### config.mk
export PLATFORM = sky130hd
export DESIGN_NAME = pointer_motion_scaler_unit_flat
export DESIGN_NICKNAME = d
export VERILOG_FILES = /design/src/hdl/pms_pkg.sv /design/src/hdl/pms_in_if.sv /design/src/hdl/pms_out_if.sv /design/src/hdl/pms_front.sv /design/src/hdl/pms_queue.sv /design/src/hdl/pms_back.sv /design/src/hdl/pointer_motion_scaler_unit.sv /design/src/flat_wrapper.sv
export VERILOG_INCLUDE_DIRS = /design/src /design/src/hdl
export SDC_FILE = /design/constraint.sdc
export NUM_CORES = 1
export LEC_CHECK = 0
export BUFFER_PORTS_ARGS = -buffer_cell sky130_fd_sc_hd__buf_2
export CORE_UTILIZATION = 41
export CTS_BUF_LIST = sky130_fd_sc_hd__clkbuf_16
export CTS_CLUSTER_DIAMETER = 50
export DETAILED_ROUTE_END_ITERATION = 6
export PLACE_DENSITY_LB_ADDON = 0.05
export SYNTH_ARGS = -nofsm -noshare
export SYNTH_HDL_FRONTEND = slang
export SYNTH_HIERARCHICAL = 1
export SYNTH_SLANG_ARGS = --single-unit
export TNS_END_PERCENT = 50
### constraint.sdc
create_clock -name clk -period 9.62 [get_ports clk]
set_input_delay 0.962 -clock clk [delete_from_list [all_inputs] [get_ports clk]]
set_output_delay 0.962 -clock clk [all_outputs]
set_load 0.005 [all_outputs]
### src/hdl/assert_macros.svh
// Assertion macros used by the back end RTL of the pointer motion scaler.
`ifndef ASSERT_MACROS_SVH
`define ASSERT_MACROS_SVH

// Same-cycle implication, checked on every rising edge outside reset.
`define PMS_ASSERT_IMP(name, ante, cons) \
  name: assert property (@(posedge clk) disable iff (rst) (ante) |-> (cons)) \
    else $error("pms: assertion failed");

// Next-cycle implication, checked on every rising edge outside reset.
`define PMS_ASSERT_NXT(name, ante, cons) \
  name: assert property (@(posedge clk) disable iff (rst) (ante) |=> (cons)) \
    else $error("pms: assertion failed");

`endif

### src/hdl/pms_pkg.sv
// Package of types, codes and ratio tables for the pointer motion scaler.
package pms_pkg;

  localparam int MOUSE_LEVELS_DEF  = 7;
  localparam int SCROLL_LEVELS_DEF = 8;
  localparam int QUEUE_DEPTH       = 2;
  localparam int RECIP_SHIFT       = 20;
  localparam int RECIP_W           = RECIP_SHIFT + 1;

  localparam logic [2:0] KIND_REL_X  = 3'd0;
  localparam logic [2:0] KIND_REL_Y  = 3'd1;
  localparam logic [2:0] KIND_HWHEEL = 3'd2;
  localparam logic [2:0] KIND_WHEEL  = 3'd3;

  localparam logic [2:0] ACT_INV_WHEEL   = 3'd0;
  localparam logic [2:0] ACT_INV_HWHEEL  = 3'd1;
  localparam logic [2:0] ACT_MOUSE_UP    = 3'd2;
  localparam logic [2:0] ACT_MOUSE_DOWN  = 3'd3;
  localparam logic [2:0] ACT_SCROLL_UP   = 3'd4;
  localparam logic [2:0] ACT_SCROLL_DOWN = 3'd5;

  typedef enum logic [1:0] {
    OP_SCALE,
    OP_PASS,
    OP_CLR_MOUSE,
    OP_CLR_SCROLL
  } pms_op_t;

  typedef struct packed {
    logic [2:0] mul;
    logic [4:0] div;
  } pms_ratio_t;

  typedef struct packed {
    pms_op_t            op;
    logic [1:0]         axis;
    logic signed [15:0] value;
    logic               sync;
    pms_ratio_t         ratio;
    logic               invert;
  } pms_cmd_t;

  typedef struct packed {
    logic     valid;
    pms_cmd_t cmd;
  } pms_push_t;

  typedef enum logic [2:0] {
    B_IDLE,
    B_MUL,
    B_RECIP,
    B_FIX,
    B_DONE
  } pms_bstate_t;

  function automatic pms_ratio_t pms_mouse_ratio(input logic [2:0] lvl);
    pms_ratio_t r;
    case (lvl)
      3'd0:    r = '{mul: 3'd1, div: 5'd2};
      3'd1:    r = '{mul: 3'd3, div: 5'd4};
      3'd2:    r = '{mul: 3'd1, div: 5'd1};
      3'd3:    r = '{mul: 3'd5, div: 5'd4};
      3'd4:    r = '{mul: 3'd3, div: 5'd2};
      3'd5:    r = '{mul: 3'd7, div: 5'd4};
      default: r = '{mul: 3'd2, div: 5'd1};
    endcase
    return r;
  endfunction

  function automatic pms_ratio_t pms_scroll_ratio(input logic [2:0] lvl);
    pms_ratio_t r;
    case (lvl)
      3'd0:    r = '{mul: 3'd1, div: 5'd4};
      3'd1:    r = '{mul: 3'd1, div: 5'd3};
      3'd2:    r = '{mul: 3'd7, div: 5'd20};
      3'd3:    r = '{mul: 3'd2, div: 5'd5};
      3'd4:    r = '{mul: 3'd1, div: 5'd2};
      3'd5:    r = '{mul: 3'd1, div: 5'd1};
      3'd6:    r = '{mul: 3'd2, div: 5'd1};
      default: r = '{mul: 3'd3, div: 5'd1};
    endcase
    return r;
  endfunction

  // Reciprocal floor(2^RECIP_SHIFT / div) for every divisor in the tables.
  function automatic logic [RECIP_W-1:0] pms_recip(input logic [4:0] div);
    logic [RECIP_W-1:0] r;
    case (div)
      5'd1:    r = RECIP_W'(64'd1 << RECIP_SHIFT);
      5'd2:    r = RECIP_W'((64'd1 << RECIP_SHIFT) / 2);
      5'd3:    r = RECIP_W'((64'd1 << RECIP_SHIFT) / 3);
      5'd4:    r = RECIP_W'((64'd1 << RECIP_SHIFT) / 4);
      5'd5:    r = RECIP_W'((64'd1 << RECIP_SHIFT) / 5);
      5'd20:   r = RECIP_W'((64'd1 << RECIP_SHIFT) / 20);
      default: r = '0;
    endcase
    return r;
  endfunction

endpackage

### src/hdl/pms_in_if.sv
// Input channel interface: motion events and control actions.
interface pms_in_if;
  logic               valid;
  logic               ready;
  logic               func;
  logic [2:0]         event_kind;
  logic signed [15:0] motion_value;
  logic               sync_flag;
  logic [2:0]         action;

  modport source (output valid, func, event_kind, motion_value, sync_flag, action,
                  input ready);
  modport sink (input valid, func, event_kind, motion_value, sync_flag, action,
                output ready);
endinterface

### src/hdl/pms_out_if.sv
// Output channel interface: scaled values with their keep flag.
interface pms_out_if;
  logic               valid;
  logic               ready;
  logic signed [15:0] scaled_value;
  logic               keep_event;

  modport source (output valid, scaled_value, keep_event, input ready);
  modport sink (input valid, scaled_value, keep_event, output ready);
endinterface

### src/hdl/pms_front.sv
// Front end: accepts transactions, keeps levels and inversion, issues commands.
module pms_front #(
  parameter int MOUSE_LEVELS  = pms_pkg::MOUSE_LEVELS_DEF,
  parameter int SCROLL_LEVELS = pms_pkg::SCROLL_LEVELS_DEF
) (
  input  logic              clk,
  input  logic              rst,
  pms_in_if.sink            events,
  input  logic              full,
  output pms_pkg::pms_push_t push
);
  import pms_pkg::*;

  localparam logic [2:0] MouseTop    = 3'(MOUSE_LEVELS - 1);
  localparam logic [2:0] ScrollTop   = 3'(SCROLL_LEVELS - 1);
  localparam logic [2:0] MouseReset  = (MouseTop < 3'd4) ? MouseTop : 3'd4;
  localparam logic [2:0] ScrollReset = (ScrollTop < 3'd2) ? ScrollTop : 3'd2;

  logic [2:0] mouse_level, mouse_level_next;
  logic [2:0] scroll_level, scroll_level_next;
  logic       invert_horizontal, invert_horizontal_next;
  logic       invert_vertical, invert_vertical_next;
  logic       accept;

  assign events.ready = !full;
  assign accept       = events.valid && !full;

  always_comb begin
    mouse_level_next       = mouse_level;
    scroll_level_next      = scroll_level;
    invert_horizontal_next = invert_horizontal;
    invert_vertical_next   = invert_vertical;
    push.valid             = 1'b0;
    push.cmd.op            = OP_PASS;
    push.cmd.axis          = events.event_kind[1:0];
    push.cmd.value         = events.motion_value;
    push.cmd.sync          = events.sync_flag;
    push.cmd.ratio         = pms_mouse_ratio(mouse_level);
    push.cmd.invert        = 1'b0;
    if (accept && events.func) begin
      unique case (events.action)
        ACT_INV_WHEEL: begin
          invert_vertical_next = !invert_vertical;
        end
        ACT_INV_HWHEEL: begin
          invert_horizontal_next = !invert_horizontal;
        end
        ACT_MOUSE_UP: begin
          if (mouse_level < MouseTop) mouse_level_next = mouse_level + 3'd1;
          push.valid  = 1'b1;
          push.cmd.op = OP_CLR_MOUSE;
        end
        ACT_MOUSE_DOWN: begin
          if (mouse_level != 3'd0) mouse_level_next = mouse_level - 3'd1;
          push.valid  = 1'b1;
          push.cmd.op = OP_CLR_MOUSE;
        end
        ACT_SCROLL_UP: begin
          if (scroll_level < ScrollTop) scroll_level_next = scroll_level + 3'd1;
          push.valid  = 1'b1;
          push.cmd.op = OP_CLR_SCROLL;
        end
        ACT_SCROLL_DOWN: begin
          if (scroll_level != 3'd0) scroll_level_next = scroll_level - 3'd1;
          push.valid  = 1'b1;
          push.cmd.op = OP_CLR_SCROLL;
        end
        default: ;
      endcase
    end else if (accept) begin
      push.valid = 1'b1;
      unique case (events.event_kind) inside
        KIND_REL_X, KIND_REL_Y: begin
          push.cmd.op = OP_SCALE;
        end
        KIND_HWHEEL: begin
          push.cmd.op     = OP_SCALE;
          push.cmd.ratio  = pms_scroll_ratio(scroll_level);
          push.cmd.invert = invert_horizontal;
        end
        KIND_WHEEL: begin
          push.cmd.op     = OP_SCALE;
          push.cmd.ratio  = pms_scroll_ratio(scroll_level);
          push.cmd.invert = invert_vertical;
        end
        default: ;
      endcase
    end
  end

  always_ff @(posedge clk) begin
    if (rst) begin
      mouse_level       <= MouseReset;
      scroll_level      <= ScrollReset;
      invert_horizontal <= 1'b0;
      invert_vertical   <= 1'b0;
    end else begin
      mouse_level       <= mouse_level_next;
      scroll_level      <= scroll_level_next;
      invert_horizontal <= invert_horizontal_next;
      invert_vertical   <= invert_vertical_next;
    end
  end

endmodule

### src/hdl/pms_queue.sv
// Short command queue between the front end and the arithmetic back end.
module pms_queue (
  input  logic               clk,
  input  logic               rst,
  input  pms_pkg::pms_push_t push,
  output logic               full,
  output logic               pop_valid,
  input  logic               pop_ready,
  output pms_pkg::pms_cmd_t  pop_cmd
);
  import pms_pkg::*;

  localparam int Depth = QUEUE_DEPTH;
  localparam int PtrW  = $clog2(Depth);
  localparam int CntW  = $clog2(Depth + 1);

  pms_cmd_t        slots [Depth];
  logic [PtrW-1:0] wr_ptr, rd_ptr;
  logic [CntW-1:0] count;
  logic            do_push, do_pop;

  assign full      = (count == CntW'(Depth));
  assign pop_valid = (count != '0);
  assign pop_cmd   = slots[rd_ptr];
  assign do_push   = push.valid && !full;
  assign do_pop    = pop_valid && pop_ready;

  always_ff @(posedge clk) begin
    if (do_push) slots[wr_ptr] <= push.cmd;
  end

  always_ff @(posedge clk) begin
    if (rst) begin
      wr_ptr <= '0;
      rd_ptr <= '0;
      count  <= '0;
    end else begin
      if (do_push) wr_ptr <= (wr_ptr == PtrW'(Depth - 1)) ? '0 : wr_ptr + 1'b1;
      if (do_pop)  rd_ptr <= (rd_ptr == PtrW'(Depth - 1)) ? '0 : rd_ptr + 1'b1;
      if (do_push && !do_pop)      count <= count + 1'b1;
      else if (do_pop && !do_push) count <= count - 1'b1;
    end
  end

endmodule

### src/hdl/pms_back.sv
// Back end: remainder store, reciprocal divider sequence and output register.
`include "assert_macros.svh"

module pms_back (
  input  logic              clk,
  input  logic              rst,
  input  logic              pop_valid,
  output logic              pop_ready,
  input  pms_pkg::pms_cmd_t pop_cmd,
  pms_out_if.source         results
);
  import pms_pkg::*;

  pms_bstate_t        state, state_next;
  pms_cmd_t           cur;
  logic signed [5:0]  rem [4];
  logic [17:0]        n_mag, q_mag;
  logic               n_neg;
  logic               out_valid, out_keep;
  logic signed [15:0] out_value;

  logic               out_free, take, load_out;
  logic signed [18:0] n_val;
  logic [RECIP_W+17:0] recip_prod;
  logic [17:0]        q_est;
  logic [22:0]        qd;
  logic [17:0]        r_est;
  logic [17:0]        q_fix;
  logic [4:0]         r_fix;
  logic signed [18:0] q_s;
  logic signed [15:0] res_sat, res;
  logic               res_keep;

  assign out_free      = !out_valid || results.ready;
  assign results.valid = out_valid;
  assign results.scaled_value = out_value;
  assign results.keep_event   = out_keep;

  // The next command is taken from an idle sequencer or as a result leaves.
  assign take      = pop_valid && ((state == B_IDLE) || (state == B_DONE && out_free));
  assign pop_ready = take;
  assign load_out  = (state == B_DONE) && out_free;

  always_comb begin
    n_val = 19'(cur.value) * 19'(signed'({1'b0, cur.ratio.mul})) + 19'(rem[cur.axis]);
  end

  // The reciprocal estimate is at most one below the true quotient.
  assign recip_prod = (RECIP_W + 18)'(n_mag) * (RECIP_W + 18)'(pms_recip(cur.ratio.div));
  assign q_est      = 18'(recip_prod >> RECIP_SHIFT);

  always_comb begin
    qd    = 23'(q_mag) * 23'(cur.ratio.div);
    r_est = n_mag - 18'(qd);
    if (r_est >= 18'(cur.ratio.div)) begin
      q_fix = q_mag + 18'd1;
      r_fix = 5'(r_est - 18'(cur.ratio.div));
    end else begin
      q_fix = q_mag;
      r_fix = 5'(r_est);
    end
  end

  always_comb begin
    q_s = n_neg ? -$signed({1'b0, q_mag}) : $signed({1'b0, q_mag});
    if (q_s > 19'sd32767)       res_sat = 16'sh7fff;
    else if (q_s < -19'sd32768) res_sat = -16'sh8000;
    else                        res_sat = 16'(q_s);
    if (cur.op == OP_PASS) res_sat = cur.value;
    if (!cur.invert)                res = res_sat;
    else if (res_sat == -16'sh8000) res = 16'sh7fff;
    else                            res = -res_sat;
    res_keep = (cur.op == OP_PASS) || cur.sync || (res != 16'sd0);
  end

  always_comb begin
    state_next = state;
    unique case (state)
      B_IDLE:  state_next = B_IDLE;
      B_MUL:   state_next = B_RECIP;
      B_RECIP: state_next = B_FIX;
      B_FIX:   state_next = B_DONE;
      B_DONE:  if (out_free) state_next = B_IDLE;
      default: state_next = B_IDLE;
    endcase
    if (take) begin
      unique case (pop_cmd.op)
        OP_SCALE: state_next = B_MUL;
        OP_PASS:  state_next = B_DONE;
        default:  state_next = B_IDLE;
      endcase
    end
  end

  always_ff @(posedge clk) begin
    if (rst) state <= B_IDLE;
    else     state <= state_next;
  end

  always_ff @(posedge clk) begin
    if (take) cur <= pop_cmd;
    if (state == B_MUL) begin
      n_neg <= n_val[18];
      n_mag <= 18'(n_val[18] ? -n_val : n_val);
    end
    if (state == B_RECIP) q_mag <= q_est;
    if (state == B_FIX)   q_mag <= q_fix;
    if (load_out) begin
      out_value <= res;
      out_keep  <= res_keep;
    end
  end

  always_ff @(posedge clk) begin
    if (rst) begin
      out_valid <= 1'b0;
      rem[0]    <= '0;
      rem[1]    <= '0;
      rem[2]    <= '0;
      rem[3]    <= '0;
    end else begin
      if (load_out)           out_valid <= 1'b1;
      else if (results.ready) out_valid <= 1'b0;
      // The remainder keeps the sign of the dividend.
      if (state == B_FIX) begin
        rem[cur.axis] <= n_neg ? -$signed({1'b0, r_fix}) : $signed({1'b0, r_fix});
      end
      if (take && pop_cmd.op == OP_CLR_MOUSE) begin
        rem[0] <= '0;
        rem[1] <= '0;
      end
      if (take && pop_cmd.op == OP_CLR_SCROLL) begin
        rem[2] <= '0;
        rem[3] <= '0;
      end
    end
  end

  `PMS_ASSERT_IMP(a_est_not_above, state == B_FIX, 18'(qd) <= n_mag)
  `PMS_ASSERT_IMP(a_rem_below_div, state == B_FIX, r_fix < cur.ratio.div)
  `PMS_ASSERT_NXT(a_rem_stored, state == B_FIX, rem[cur.axis] < 6'sd20 && rem[cur.axis] > -6'sd20)

endmodule

### src/hdl/pointer_motion_scaler_unit.sv
// Pointer motion scaler: a rational scale with carried remainders on four axes,
// ahead of a command queue. An event passes the arithmetic back end in the steps
// sum and magnitude, reciprocal multiply, quotient correction and remainder
// write-back, and output; the remainder loop of that sequencer holds it to one
// event at a time, so the next event is taken only as the last result enters the
// output register. A control action is absorbed by the front end; level steps also
// place a remainder-clear command in the two-entry queue, which the back end
// retires without a result. The front end keeps accepting while the queue has
// room, and a held result in the output register does not stop it.
module pointer_motion_scaler_unit #(
  parameter int MOUSE_LEVELS  = pms_pkg::MOUSE_LEVELS_DEF,
  parameter int SCROLL_LEVELS = pms_pkg::SCROLL_LEVELS_DEF
) (
  input logic       clk,
  input logic       rst,
  pms_in_if.sink    events,
  pms_out_if.source results
);
  import pms_pkg::*;

  pms_push_t push;
  pms_cmd_t  pop_cmd;
  logic      full, pop_valid, pop_ready;

  pms_front #(
    .MOUSE_LEVELS  (MOUSE_LEVELS),
    .SCROLL_LEVELS (SCROLL_LEVELS)
  ) u_front (
    .clk    (clk),
    .rst    (rst),
    .events (events),
    .full   (full),
    .push   (push)
  );

  pms_queue u_queue (
    .clk       (clk),
    .rst       (rst),
    .push      (push),
    .full      (full),
    .pop_valid (pop_valid),
    .pop_ready (pop_ready),
    .pop_cmd   (pop_cmd)
  );

  pms_back u_back (
    .clk       (clk),
    .rst       (rst),
    .pop_valid (pop_valid),
    .pop_ready (pop_ready),
    .pop_cmd   (pop_cmd),
    .results   (results)
  );

endmodule

### src/flat_wrapper.sv
// flat-port wrapper written by rule: the top's interface ports become plain ports
module pointer_motion_scaler_unit_flat import pms_pkg::*;
#(
  parameter int MOUSE_LEVELS  = pms_pkg::MOUSE_LEVELS_DEF,
  parameter int SCROLL_LEVELS = pms_pkg::SCROLL_LEVELS_DEF
)
  (clk, rst, events_valid, events_func, events_event_kind, events_motion_value, events_sync_flag, events_action, events_ready, results_valid, results_scaled_value, results_keep_event, results_ready);
  pms_in_if events_i ();
  pms_out_if results_i ();
  input logic clk;
  input logic rst;
  input wire logic [$bits(events_i.valid)-1:0] events_valid;
  input wire logic [$bits(events_i.func)-1:0] events_func;
  input wire logic [$bits(events_i.event_kind)-1:0] events_event_kind;
  input wire logic [$bits(events_i.motion_value)-1:0] events_motion_value;
  input wire logic [$bits(events_i.sync_flag)-1:0] events_sync_flag;
  input wire logic [$bits(events_i.action)-1:0] events_action;
  output wire logic [$bits(events_i.ready)-1:0] events_ready;
  output wire logic [$bits(results_i.valid)-1:0] results_valid;
  output wire logic [$bits(results_i.scaled_value)-1:0] results_scaled_value;
  output wire logic [$bits(results_i.keep_event)-1:0] results_keep_event;
  input wire logic [$bits(results_i.ready)-1:0] results_ready;
  assign events_i.valid = events_valid;
  assign events_i.func = events_func;
  assign events_i.event_kind = events_event_kind;
  assign events_i.motion_value = events_motion_value;
  assign events_i.sync_flag = events_sync_flag;
  assign events_i.action = events_action;
  assign events_ready = events_i.ready;
  assign results_valid = results_i.valid;
  assign results_scaled_value = results_i.scaled_value;
  assign results_keep_event = results_i.keep_event;
  assign results_i.ready = results_ready;
  pointer_motion_scaler_unit #(.MOUSE_LEVELS(MOUSE_LEVELS), .SCROLL_LEVELS(SCROLL_LEVELS)) u_core (.clk(clk), .rst(rst), .events(events_i), .results(results_i));
endmodule
---- After elaboration in Yosys (flattened, before gate mapping) ----
Memory sizes are Yosys's and may differ from the RTL's. A register that Yosys moved wholly into a read port is not among the register bits.
Index checks and enable logic that the tools add are counted.
storage, ports and cells
  register bits after elaboration ......... 100
  latch bits .............................. 0
  bits in writable memories ............... 84
  ROM bits ................................ 0
  input bits .............................. 28
  output and inout port bits .............. 19
  logic and storage cells ................. 197
  memories ................................ 2
operators by class
  $add $sub $neg .......................... 16
  $mul .................................... 3
  divide/modulo/power cells ............... 0
  magnitude comparators ................... 5
  equality and inequality tests ........... 41
  shift-type cells ........................ 0
  muxes and demuxes ....................... 61
  bitwise gates (word level) .............. 4
  reductions and logical operators ........ 44
memory list
  memory                words  bits a word  rd ports  clocked after memory_dff  wr ports  line             text
  u_core.u_queue.slots  2      30           1         1                         1         pms_queue.sv:17  pms_cmd_t slots [Depth];
  u_core.u_back.rem     4      6            1         1                         4         pms_back.sv:16   logic signed [5:0] rem [4];
operator list
  kind                   number
  $pmux 21 s6            1
  $mux 16                5
  $mux 18                4
  $pmux 8 s7             1
  $pmux 8 s6             1
  $mul 18x21->38         1
  $mux 6                 6
  $eq 3x2->1 const B     10
  $eq 3x3->1 const B     8
  $mux 3                 8
  $pmux 3 s2             4
  $mux 1                 21
  $add 19x6->19          1
  $gt 19x16->1 const B   1
  $lt 19x16->1 const B   1
  $mul 16x4->19          1
  $mux 19                1
  $neg 18->19            1
  $add 18x1->18 const B  1
  $ge 18x5->1            1
  $mul 18x5->18          1
  $mux 9                 2
  $neg 18->18            1
  $pmux 9 s2             1
  37 further kinds       91

---- Logic depth before layout (Yosys ltp) ----
Gate-level depths: netlist of run 1.
  depth in word-level cells ............... 11
  depth in mapped cells ................... 32
  gate-level depth less buffers ........... 29

---- By module ----
The synthesis of run 1 kept the hierarchy.
modules (own cells, without submodules)
  module     instances  cells an instance  area each (um2)
  pms_back   1          2037               18995.7
  pms_queue  1          118                2374.8
  pms_front  1          133                1061.0

---- Worst setup path before layout of run 1 ----
OpenSTA, ideal clock, no wires.
  path kind ............................... flip-flop to flip-flop
  start point ............................. register u_core/u_back/cur[3] (netlist name)
  end point ............................... register u_core.u_back.q_mag[14], data pin
  setup time .............................. 0.135 ns
  arrival ................................. 7.339 ns
  required time ........................... 9.485 ns
  slack ................................... 2.146 ns
  stages on the path, launching flop included .. 27
  cell sequence ........................... edfxtp_1 clkbuf_1 inv_1 or4_1 a21oi_1 clkbuf_1 nand2_1 fa_1 fa_1 inv_1 fa_1 fa_1 fa_1 inv_1 fa_1 inv_1 ha_1 a21o_1 a21oi_1 o211ai_1 a21oi_1 a211oi_1 o21ai_0 nand2b_1 a31oi_1 or4b_2 nand3_1
on the way
  longest elaborated chain between the ends .. 5
  elaborated cells between the ends (all ways) .. 10
  classes of those cells .................. 1 x mul; 6 x eq/ne; 3 x mux
ends and longest elaborated chain
  item                                line             text
  from (decl)                         pms_back.sv:15   pms_cmd_t cur;
  from (signal assigned)              pms_back.sv:101  if (take) cur <= pop_cmd;
  $eq 5x5->1 (tied with other cells)  pms_pkg.sv:88    case (div)
  $pmux 21 s6 (*)                     pms_pkg.sv:88
  $mul 18x21->38 (*)                  pms_back.sv:49   assign recip_prod = (RECIP_W + 18)'(n_mag) * (RECIP_W + 18)'(pms_recip(cur.ratio.div));
  $mux 18 (*)                         pms_back.sv:106  if (state == B_RECIP) q_mag <= q_est;
  $mux 18 (*)                         pms_back.sv:107  if (state == B_FIX) q_mag <= q_fix;
  to (signal assigned)                pms_back.sv:106
  to (signal assigned)                pms_back.sv:107
  to (decl)                           pms_back.sv:17   logic [17:0] n_mag, q_mag;
Every way passes the cells marked *; elsewhere a longest branch is shown, timed or not. The select of a mux whose other input is x is not followed.
A chain may end at the register's enable or synchronous reset.

---- Worst setup path in the final report of run 1 ----
  start point ............................. register u_core/u_back/cur[3] (netlist name)
  end point ............................... register u_core.u_back.q_mag[13], data pin
Same word-level chain as after synthesis.

==> flow_summary_export.csv, run 1 <==
group,metric,value,unit
critical_path,critPathSlowestCell,"edfxtp_1",
timing,fin_crit_sh,0.875,
logic_synthesis,mappedNetlistNets,2787,
clock_network,clockBufferDepth,2,
global_route,grt_overflow_total,0,
final_layout,num_antenna_cells,0,
detailed_routing,via_per_inst,5.14,
clock_network,ctsHoldBuffers,0,
critical_path,slowest_delay,780,ps
global_route,use_met2,0.379,
logic_synthesis,async_flop_share,0,
logic_synthesis,ys_seq_area_frac,0.242,
logic_synthesis,synth_common_cells,"inv_1 (413), fa_1 (275), nand2_1 (266)",
logic_synthesis,ys_top_cells_by_area,"fa_1 (25%), edfxtp_1 (22%), ha_1 (11%)",
flow_run,max_cap_violations,0,
logic_synthesis,netlist_area,22400,um2
timing,setup_viol,0,
detailed_routing,drc,0,
logic_synthesis,yosysWarningCount,6,
place,gp_congestion,0.877,
critical_path,critical_path_class,"reg2reg",
clock_network,clkLatencyLatePin,450,ps
clock_network,htreeDepth,4,
detailed_routing,first_pass_iters,5,
logic_synthesis,ys_types,93,
global_route,gr-usage-met3,0.0193,
timing,slew_violations,0,
logic_synthesis,syn_inst,2288,
logic_synthesis,netlist.area_leader.share,0.245,
floorplanning,coreArea,53900,um2
critical_path,cp-end-kind,"register",
clock_network,cts.sinks,187,
critical_path,start_kind,"register",
detailed_routing,drt_wl_total,56500,um
critical_path,critPathArrivalTime,8600,ps
floorplanning,fp.dieW,236,um
place,hpwl,47100,um
clock_network,cts.clk_slew.worst_paths,80,ps
critical_path,critPathMostFrequentCell,"fa_1",
place,port_buffers,46,
floorplanning,die-area,55700,um2
clock_network,cts_resized,0,
logic_synthesis,yosysTopAreaCell,"fa_1",
clock_network,cts-root-buf,"clkbuf_16",
min_path,hp-class,"reg2reg",
clock_network,cts_made_buffers,17,
timing,fmax,119,MHz
global_route,antenna_found_initial,2,
logic_synthesis,synth_edf_count,168,
timing,setup_tns,0,ps
status,outcome,"complete, no violations",
final_layout,drive_gt1_frac,0.0815,
timing,skew,15.6,ps
timing,hold_violations,0,
timing,worst_pin_slew,891,ps
detailed_routing,via_count,15400,
final_layout,num-nets-final,2781,
detailed_routing,wl_per_cell,18.9,um
critical_path,critical_path_required,9810,ps
detailed_routing,drt_iter0_markers,905,
logic_synthesis,synth.most_common_cell,"inv_1",
global_route,grt_pass1_vias,16300,
global_route,grt_pass1_wl,90600,um
detailed_routing,ant_nets,0,
floorplanning,fp.dieH,236,um
logic_synthesis,synth_seq_cells,187,
floorplanning,initial_utilization,0.416,
logic_synthesis,synth_ff_type,"edfxtp_1",
global_route,gr-usage-met1,0.260,
floorplanning,ios,47,
clock_network,post_cts_buffers,0,
timing,layout_min_cycle_time,8410,ps
timing,slew-limit-headroom,0.401,
logic_synthesis,avgSynthCellArea,9.80,um2
clock_network,cts_tree,"built",
global_route,grt.busiest_layer,"met2",
timing,rsz0062_at_grt,"no",
global_route,grt_use_total,0.212,
floorplanning,rows,85,
critical_path,crit_fanout,19,
final_layout,synthToLayoutAreaGrowth,5.91,%
global_route,grt_max_degree,35,
==> per-stage QoR <==
stage	cells	setup slack [ps]	hold slack, ps	cell area, um2	util
finish	2991	1210	491	23800	0.441
global route	2991	651	530	23800	0.441
CTS	2991	1100	489	23800	0.441
detailed placement	2959	1080	478	23200	0.430
global placement	2959	1300	469	23200	0.430
floorplan	2288	2150	452	22400	-
==> worst max-delay path, delay by kind of cell, from the launching register on <==
family                   cells  cell delay (ps)
AO/OA/AOI/OAI                9             1940
buffers and inverters        4              370
flip-flops                   1              780
AND/OR/NAND/NOR              4             1330
XOR/XNOR                     1              180
adder cells (fa/ha/maj)      7             3520
==> cells in the final DEF (no fill, tap or decap), drive strengths merged, types with 5 or more instances in the layout <==
cell type	count
and2	87
nand3	24
o211ai	12
edfxtp	168
xnor2	87
nand2b	22
ha	196
o21ai	63
mux2i	7
mux4	6
nor2	103
fa	275
o41ai	5
or4	10
nand4	11
nor2b	23
nand3b	9
nor3	26
clkinv	8
nor4	11
or2	9
a21oi	73
nand2	266
o31ai	15
inv	422
dfxtp	19
a21o	19
o21bai	8
o21a	9
a31oi	20
or3	15
xor2	47
buf	68
a2111oi	6
mux2	36
and3	16
clkbuf	17
a211oi	12
==> area by class of cell <==
type	count	area [um2]
Sequential cell	187	5430
Fill cell	5238	30200
Inverter	415	1560
Clock buffer	17	425
Tap cell	696	871
Multi-Input combinational cell	1593	14900
Clock inverter	15	164
Timing Repair Buffer	68	395
==> sequential cells by signal, indices dropped and copies added (netlist names), 2 cells and up, named ones only <==
signal and flops:
u_core/u_back/rem 24, u_core/u_front/scroll_level 3, u_core/u_front/mouse_level 3, u_core/u_back/cur 30, u_core/u_back/q_mag 18, u_core/u_queue/count 2, u_core/u_back/n_mag 18, u_core/u_back/results.scaled_value 16
u_core/u_queue/slots 60, u_core/u_back/state 3
==> cell families after synthesis <==
logic type,synth area share
mux,0.0272
compound gates,0.0856
flops,0.242
other cells,0.000167
buf+inv,0.0947
simple gates,0.143
fa+ha+maj,0.355
xor+xnor,0.0523
==> per-layer routing <==
layer | share of wire | wire length [um]
met5 | 0 | 0
met1 | 0.43 | 24000
met4 | 0.039 | 2220
met3 | 0.027 | 1530
met2 | 0.51 | 28700
==> worst paths after layout <==
check	from	to	slack, ps	depth (start not counted)
setup / recovery	u_core/u_back/cur[3]	u_core/u_back/q_mag[13]	1210	25
hold / removal	u_core/u_queue/wr_ptr	u_core/u_queue/wr_ptr	490	2
setup reg to reg	u_core/u_back/cur[3]	u_core/u_back/q_mag[13]	1210	25
hold reg to reg	u_core/u_queue/wr_ptr	u_core/u_queue/wr_ptr	490	2
Power of run 1 is left out: the tool's default activity adds up to more than one toggle a clock period on the data nets, which glitch-free logic cannot reach.
==> run 2, diff against run 1 <==
==> constraint.sdc (replaced) <==
create_clock -name clk -period 10.8 [get_ports clk]
set_input_delay 1.08 -clock clk [delete_from_list [all_inputs] [get_ports clk]]
set_output_delay 1.08 -clock clk [all_outputs]
set_load 0.005 [all_outputs]
==> run 2 against run 1 <==
Effect of this change:
- fmax fell by 1.3%
- clock-buffer cell count is the same
- register-to-register slack improved by 1100 ps
- utilization decreased by 0.14 points
- clock skew down 5.7 ps
- final area is 0.31% lower
- die area did not move
- cell count is 0.20% lower
- sequential share of layout area grew 0.071 points
- wire length down 2.8%
- via count hardly changed
- first-iteration DRC count down 15%
==> flow_summary_export.csv, run 2 (same netlist as run 1, synthesis figures left out) <==
group,metric,value,unit
detailed_routing,via_per_inst,5.15,
critical_path,rr_worst_depth,24,
timing,setup_tns,0,ps
clock_network,ctsHoldBuffers,0,
place,gp_congestion,0.863,
floorplanning,initial_utilization,0.416,
place,postPlaceCellArea,23100,um2
timing,slew-limit-headroom,0.280,
clock_network,cts-root-buf,"clkbuf_16",
final_layout,top_regs,"u_core/u_queue/slots: 60 flops, u_core/u_back/cur: 30 flops, u_core/u_back/rem: 24 flops",
final_layout,num_antenna_cells,0,
clock_network,cts_resized,0,
timing,setup_viol,0,
clock_network,htreeDepth,4,
min_path,hold_depth,2,
floorplanning,fp.dieH,236,um
critical_path,slowest_delay,1000,ps
critical_path,critical_path_required,10990,ps
min_path,min_from,"u_core/u_queue/wr_ptr",
detailed_routing,routed-wl-met3,1220,um
critical_path,rrSetupSlack,2270,ps
timing,rsz0062_at_grt,"no",
floorplanning,fp.dieW,236,um
final_layout,drive_gt1_frac,0.0782,
timing,slew_violations,0,
clock_network,clkLatencyLatePin,450,ps
critical_path,cp-end-kind,"register",
final_layout,final_common_cell,"inv_1",
timing,worst_pin_slew,1080,ps
critical_path,worstReg2RegStart,"u_core/u_back/cur[1]",
min_path,min_to,"u_core/u_queue/wr_ptr",
clock_network,cts.clk_slew.worst_paths,80,ps
detailed_routing,drt_iter0_markers,765,
place,dpl.cell_count,2953,
final_layout,synthToLayoutAreaGrowth,5.58,%
final_layout,num-nets-final,2775,
global_route,antenna_found_initial,0,
final_layout,final_area,23700,um2
critical_path,crit_fanout,26,
status,outcome,"complete, no violations",
place,hpwl,46000,um
clock_network,cts_made_buffers,17,
critical_path,start_kind,"register",
critical_path,crit_family,"adder cells",
floorplanning,ios,47,
timing,layout_min_cycle_time,8530,ps
clock_network,post_cts_buffers,0,
detailed_routing,first_pass_iters,5,
global_route,grt_pass1_vias,16200,
critical_path,critPathMostFrequentCell,"fa_1",
detailed_routing,wl_met2,28300,um
critical_path,critPathSlowestCell,"edfxtp_1",
final_layout,finalNonFillerCells,2985,
critical_path,cp-startpoint,"u_core/u_back/cur[1]",
critical_path,critPathArrivalTime,8720,ps
clock_network,cts_tree,"built",
timing,fin_crit_sh,0.790,
detailed_routing,drt_wl_total,54900,um
detailed_routing,ant_nets,0,
global_route,grt_overflow_total,0,
detailed_routing,wl_per_cell,18.4,um
global_route,grt_pass1_wl,89200,um
clock_network,clockBufferDepth,2,
timing,hold_violations,0,
flow_run,max_cap_violations,0,
final_layout,final_cell_mix,"inv_1 (415), fa_1 (275), nand2_1 (266)",
floorplanning,die-area,55700,um2
floorplanning,rows,85,
detailed_routing,drt-met1-wl,24500,um
critical_path,r2r_end,"u_core/u_back/q_mag[13]",
clock_network,cts.sinks,187,
timing,skew,9.90,ps
final_layout,largest_reg_flops,60,
timing,fmax,117,MHz
place,port_buffers,46,
detailed_routing,via_count,15400,
detailed_routing,top_layer_used,"met4",
final_layout,largest-register,"u_core/u_queue/slots",
critical_path,path_cells,"and3_1, and2_1, inv_1, fa_1, fa_1, fa_1, fa_1, inv_1, fa_1, inv_1, fa_1, inv_1, ha_1, a21o_1, a21o_1, a21oi_1, o211ai_1, a21oi_1, a211oi_1, o21ai_0, nand2b_1, a31oi_1, xor2_1, a21oi_1",
critical_path,critPathBufInv,4,
detailed_routing,drc,0,
critical_path,critical_path_class,"reg2reg",
global_route,grt_max_degree,36,
global_route,grt_use_total,0.206,
min_path,hp-class,"reg2reg",
floorplanning,coreArea,53900,um2
timing,whs,501,ps
## run 2: changes by cell type in the layout (fill, tap and decap cells not counted)
cell | before | now
inv_8 | 3 | 5
inv_1 | 413 | 415
inv_6 | 5 | 4
buf_4 | 22 | 16
nor3_2 | 2 | 1
clkinv_8 | 3 | 0
nor3_4 | 1 | 2
inv_12 | 1 | 0
clkinv_4 | 2 | 3
## run 2: worst min-delay path, stage by stage (launching register included)
cell	delay (ps)
dfxtp_1	310
o21ai_0	70
a21oi_1	70
## run 2: how the worst max path moves through the flow
stage,end,slack (ps),cells after the start
6_report,u_core/u_back/q_mag[13],2270,24
5_1_grt,u_core/u_back/q_mag[13],1630,25
4_1_cts,u_core/u_back/q_mag[13],2310,25
3_5_place_dp,u_core/u_back/q_mag[13],2330,25
3_3_place_gp,u_core/u_back/q_mag[17],2380,25
2_1_floorplan,u_core/u_back/q_mag[14],3330,26
## run 2: cell type report
class                      instances  area, um2
multi-input combinational       1593      14900
inverter                         415       1560
clock buffer                      17        425
timing repair buffer              62        350
tap                              696        871
sequential                       187       5430
fill                            5254      30200
clock inverter                    15        129
## run 2: metrics by stage
stage | util | worst slack (ps)
2_1_floorplan | - | 3330
4_1_cts | 0.439 | 2310
3_3_place_gp | 0.429 | 2380
6_report | 0.439 | 2270
5_1_grt | 0.439 | 1630
3_5_place_dp | 0.429 | 2330
## run 2: routing by layer
layer / vias up / GRT usage
met5: - / 0
met3: 44 / 0.0165
met1: 7651 / 0.262
li1: 7425 / -
met2: 252 / 0.376
met4: 0 / 0.0485
Power of run 2 is left out for the same reason.
==> run 3, diff against run 2 <==
--- a/config.mk
+++ b/config.mk
@@ -6,6 +6,7 @@
 export SDC_FILE = /design/constraint.sdc
 export NUM_CORES = 1
 export LEC_CHECK = 0
+export ABC_AREA = 1
 export BUFFER_PORTS_ARGS = -buffer_cell sky130_fd_sc_hd__buf_2
 export CORE_UTILIZATION = 41
 export CTS_BUF_LIST = sky130_fd_sc_hd__clkbuf_16
==> constraint.sdc (replaced) <==
create_clock -name clk -period 8.7 [get_ports clk]
set_input_delay 0.87 -clock clk [delete_from_list [all_inputs] [get_ports clk]]
set_output_delay 0.87 -clock clk [all_outputs]
set_load 0.005 [all_outputs]
==> run 3 against run 2 <==
Effect of this change:
- largest cell class unchanged
- wire length up 6.9%
- non-clock buffer count up 1
- critical path type unchanged
- synthesized cell count grew 18%
- clock-buffer cell count stayed put
- sequential share of layout area decreased by 0.79 points
- area after synthesis increased by 3.0%
- worst hold slack improved by 6.2 ps
- highest routed layer unchanged
==> flow_summary_export.csv, run 3 <==
group,metric,value,unit
timing,worst_pin_slew,1040,ps
floorplanning,coreArea,55400,um2
clock_network,ctsHoldBuffers,0,
final_layout,num_antenna_cells,0,
final_layout,top_regs,"u_core/u_queue/slots: 60 flops, u_core/u_back/cur: 30 flops, u_core/u_back/rem: 24 flops",
final_layout,n_fill_cell,5579,
critical_path,critical_path_required,8890,ps
logic_synthesis,synth_common_cells,"inv_1 (609), nand2_1 (515), fa_1 (275)",
global_route,antenna_found_initial,1,
logic_synthesis,netlist_area,23100,um2
critical_path,slowest_delay,730,ps
place,hpwl,50800,um
floorplanning,rows,86,
clock_network,cts_made_buffers,17,
timing,slew-limit-headroom,0.309,
critical_path,crit_fanout,17,
detailed_routing,via_count,16800,
place,dpl.cell_count,3428,
place,dp_slack,646,ps
floorplanning,initial_utilization,0.417,
critical_path,crit_family,"adder cells",
detailed_routing,drt-met1-wl,25300,um
logic_synthesis,syn_inst,2693,
detailed_routing,first_pass_iters,6,
final_layout,largest_reg_flops,60,
critical_path,cp-end-kind,"register",
timing,setup_tns,0,ps
logic_synthesis,ys_types,59,
final_layout,layout.area.seq,5430,um2
detailed_routing,via_per_inst,4.86,
clock_network,cts_tree,"built",
final_layout,synthToLayoutAreaGrowth,6.15,%
clock_network,clockBufferDepth,2,
final_layout,final_common_cell,"inv_1",
detailed_routing,drt_iter0_markers,1058,
final_layout,final_cell_mix,"inv_1 (609), nand2_1 (515), fa_1 (275)",
critical_path,critPathMostFrequentCell,"inv_1",
floorplanning,fp.dieH,239,um
final_layout,num-nets-final,3198,
critical_path,critPathSlowestCell,"edfxtp_1",
global_route,grt_use_total,0.215,
timing,setup_viol,0,
clock_network,cts-root-buf,"clkbuf_16",
detailed_routing,top_layer_used,"met4",
timing,fmax,127,MHz
timing,fin_crit_sh,0.905,
min_path,hp-class,"reg2reg",
critical_path,critical_path_class,"reg2reg",
status,outcome,"complete, no violations",
final_layout,finalNonFillerCells,3460,
timing,final.setup.worst_slack,826,ps
logic_synthesis,yosysWarningCount,6,
logic_synthesis,yosysTopAreaCell,"fa_1",
detailed_routing,ant_nets,0,
place,port_buffers,46,
global_route,grt_max_degree,37,
critical_path,critPathBufInv,7,
detailed_routing,drt_wl_total,58700,um
global_route,grt_pass1_vias,17500,
floorplanning,die-area,57300,um2
detailed_routing,routed-wl-met3,1590,um
logic_synthesis,synth_ff_type,"edfxtp_1",
detailed_routing,drc,0,
logic_synthesis,synth.most_common_cell,"inv_1",
timing,whs,507,ps
critical_path,critPathArrivalTime,8070,ps
final_layout,drive_gt1_frac,0.0878,
critical_path,start_kind,"register",
final_layout,multi_input_area,14900,um2
logic_synthesis,avgSynthCellArea,8.58,um2
timing,skew,23.2,ps
global_route,grt_pass1_wl,94400,um
floorplanning,fp.dieW,239,um
clock_network,post_cts_buffers,0,
timing,layout_min_cycle_time,7870,ps
timing,hold_violations,0,
place,gp_congestion,0.930,
logic_synthesis,async_flop_share,0,
floorplanning,ios,47,
clock_network,cts_resized,0,
final_layout,largest-register,"u_core/u_queue/slots",
clock_network,cts.sinks,187,
clock_network,clkLatencyLatePin,450,ps
logic_synthesis,synth_seq_cells,187,
clock_network,cts.clk_slew.worst_paths,90,ps
detailed_routing,wl_per_cell,17.0,um
flow_run,max_cap_violations,0,
logic_synthesis,mappedNetlistNets,3192,
clock_network,htreeDepth,4,
detailed_routing,wl_met2,29700,um
logic_synthesis,netlist.area_leader.share,0.238,
global_route,grt_overflow_total,0,
timing,rsz0062_at_grt,"no",
logic_synthesis,ys_top_cells_by_area,"fa_1 (24%), edfxtp_1 (22%), ha_1 (11%)",
timing,slew_violations,0,
logic_synthesis,ys_seq_area_frac,0.235,
logic_synthesis,synth_edf_count,168,
==> run 3: changes by cell type after synthesis, sizes merged, moves of 19 or more <==
| cell | delta |
|---|---|
| a21oi | +45 |
| and2 | -86 |
| clkbuf | -26 |
| inv | +207 |
| nand2 | +282 |
| nand2b | -22 |
| nand3 | +74 |
| nor2 | +117 |
| nor2b | -23 |
| o21ai | +25 |
| xnor2 | -54 |
| xor2 | +19 |
==> run 3: cells by family (layout without fill, tap and decap cells) <==
family,Yosys count,in the layout,share of synthesized area
simple gates,948,948,0.179
xor+xnor,99,99,0.0375
fa+ha+maj,471,471,0.344
mux,30,30,0.0195
other cells,1,1,0.000162
buf+inv,700,719,0.122
flops,187,187,0.235
compound gates,257,257,0.0628
==> run 3: metrics by stage <==
stage               area, um2   util
floorplan               23100      -
global placement        24000  0.432
detailed placement      24000  0.432
CTS                     24500  0.443
global route            24500  0.443
finish                  24500  0.443
==> run 3: worst reg2reg max path: cells and delay by family (launching register included) <==
kind,cells,cell delay [ps]
buf+inv,7,800
simple gates,11,1630
compound gates,6,1000
fa+ha+maj,7,3470
flops,1,730
==> run 3: path summary, 6_finish.rpt <==
check                         from                 endpoint  slack (ps)  cells after the start
max reg2reg   u_core/u_back/cur[4]  u_core/u_back/q_mag[10]         830                     31
min          u_core/u_queue/rd_ptr    u_core/u_queue/rd_ptr         510                      2
max           u_core/u_back/cur[4]  u_core/u_back/q_mag[10]         830                     31
min reg2reg  u_core/u_queue/rd_ptr    u_core/u_queue/rd_ptr         510                      2
==> run 3: metal layers <==
layer  up-vias  global-route usage
li1       8319                   -
met1      8134               0.268
met2       306               0.386
met3        73              0.0177
met4         0              0.0837
met5         -                   0
==> run 3: final cells by class <==
class	instances	area share
clock buffers	17	0.0173
clock inverters	15	0.00622
inverters	624	0.0957
multi-input cells	1806	0.607
flip-flops and latches	187	0.221
well taps	748	0.0381
repair buffers	63	0.0146
Power of run 3 is left out for the same reason.
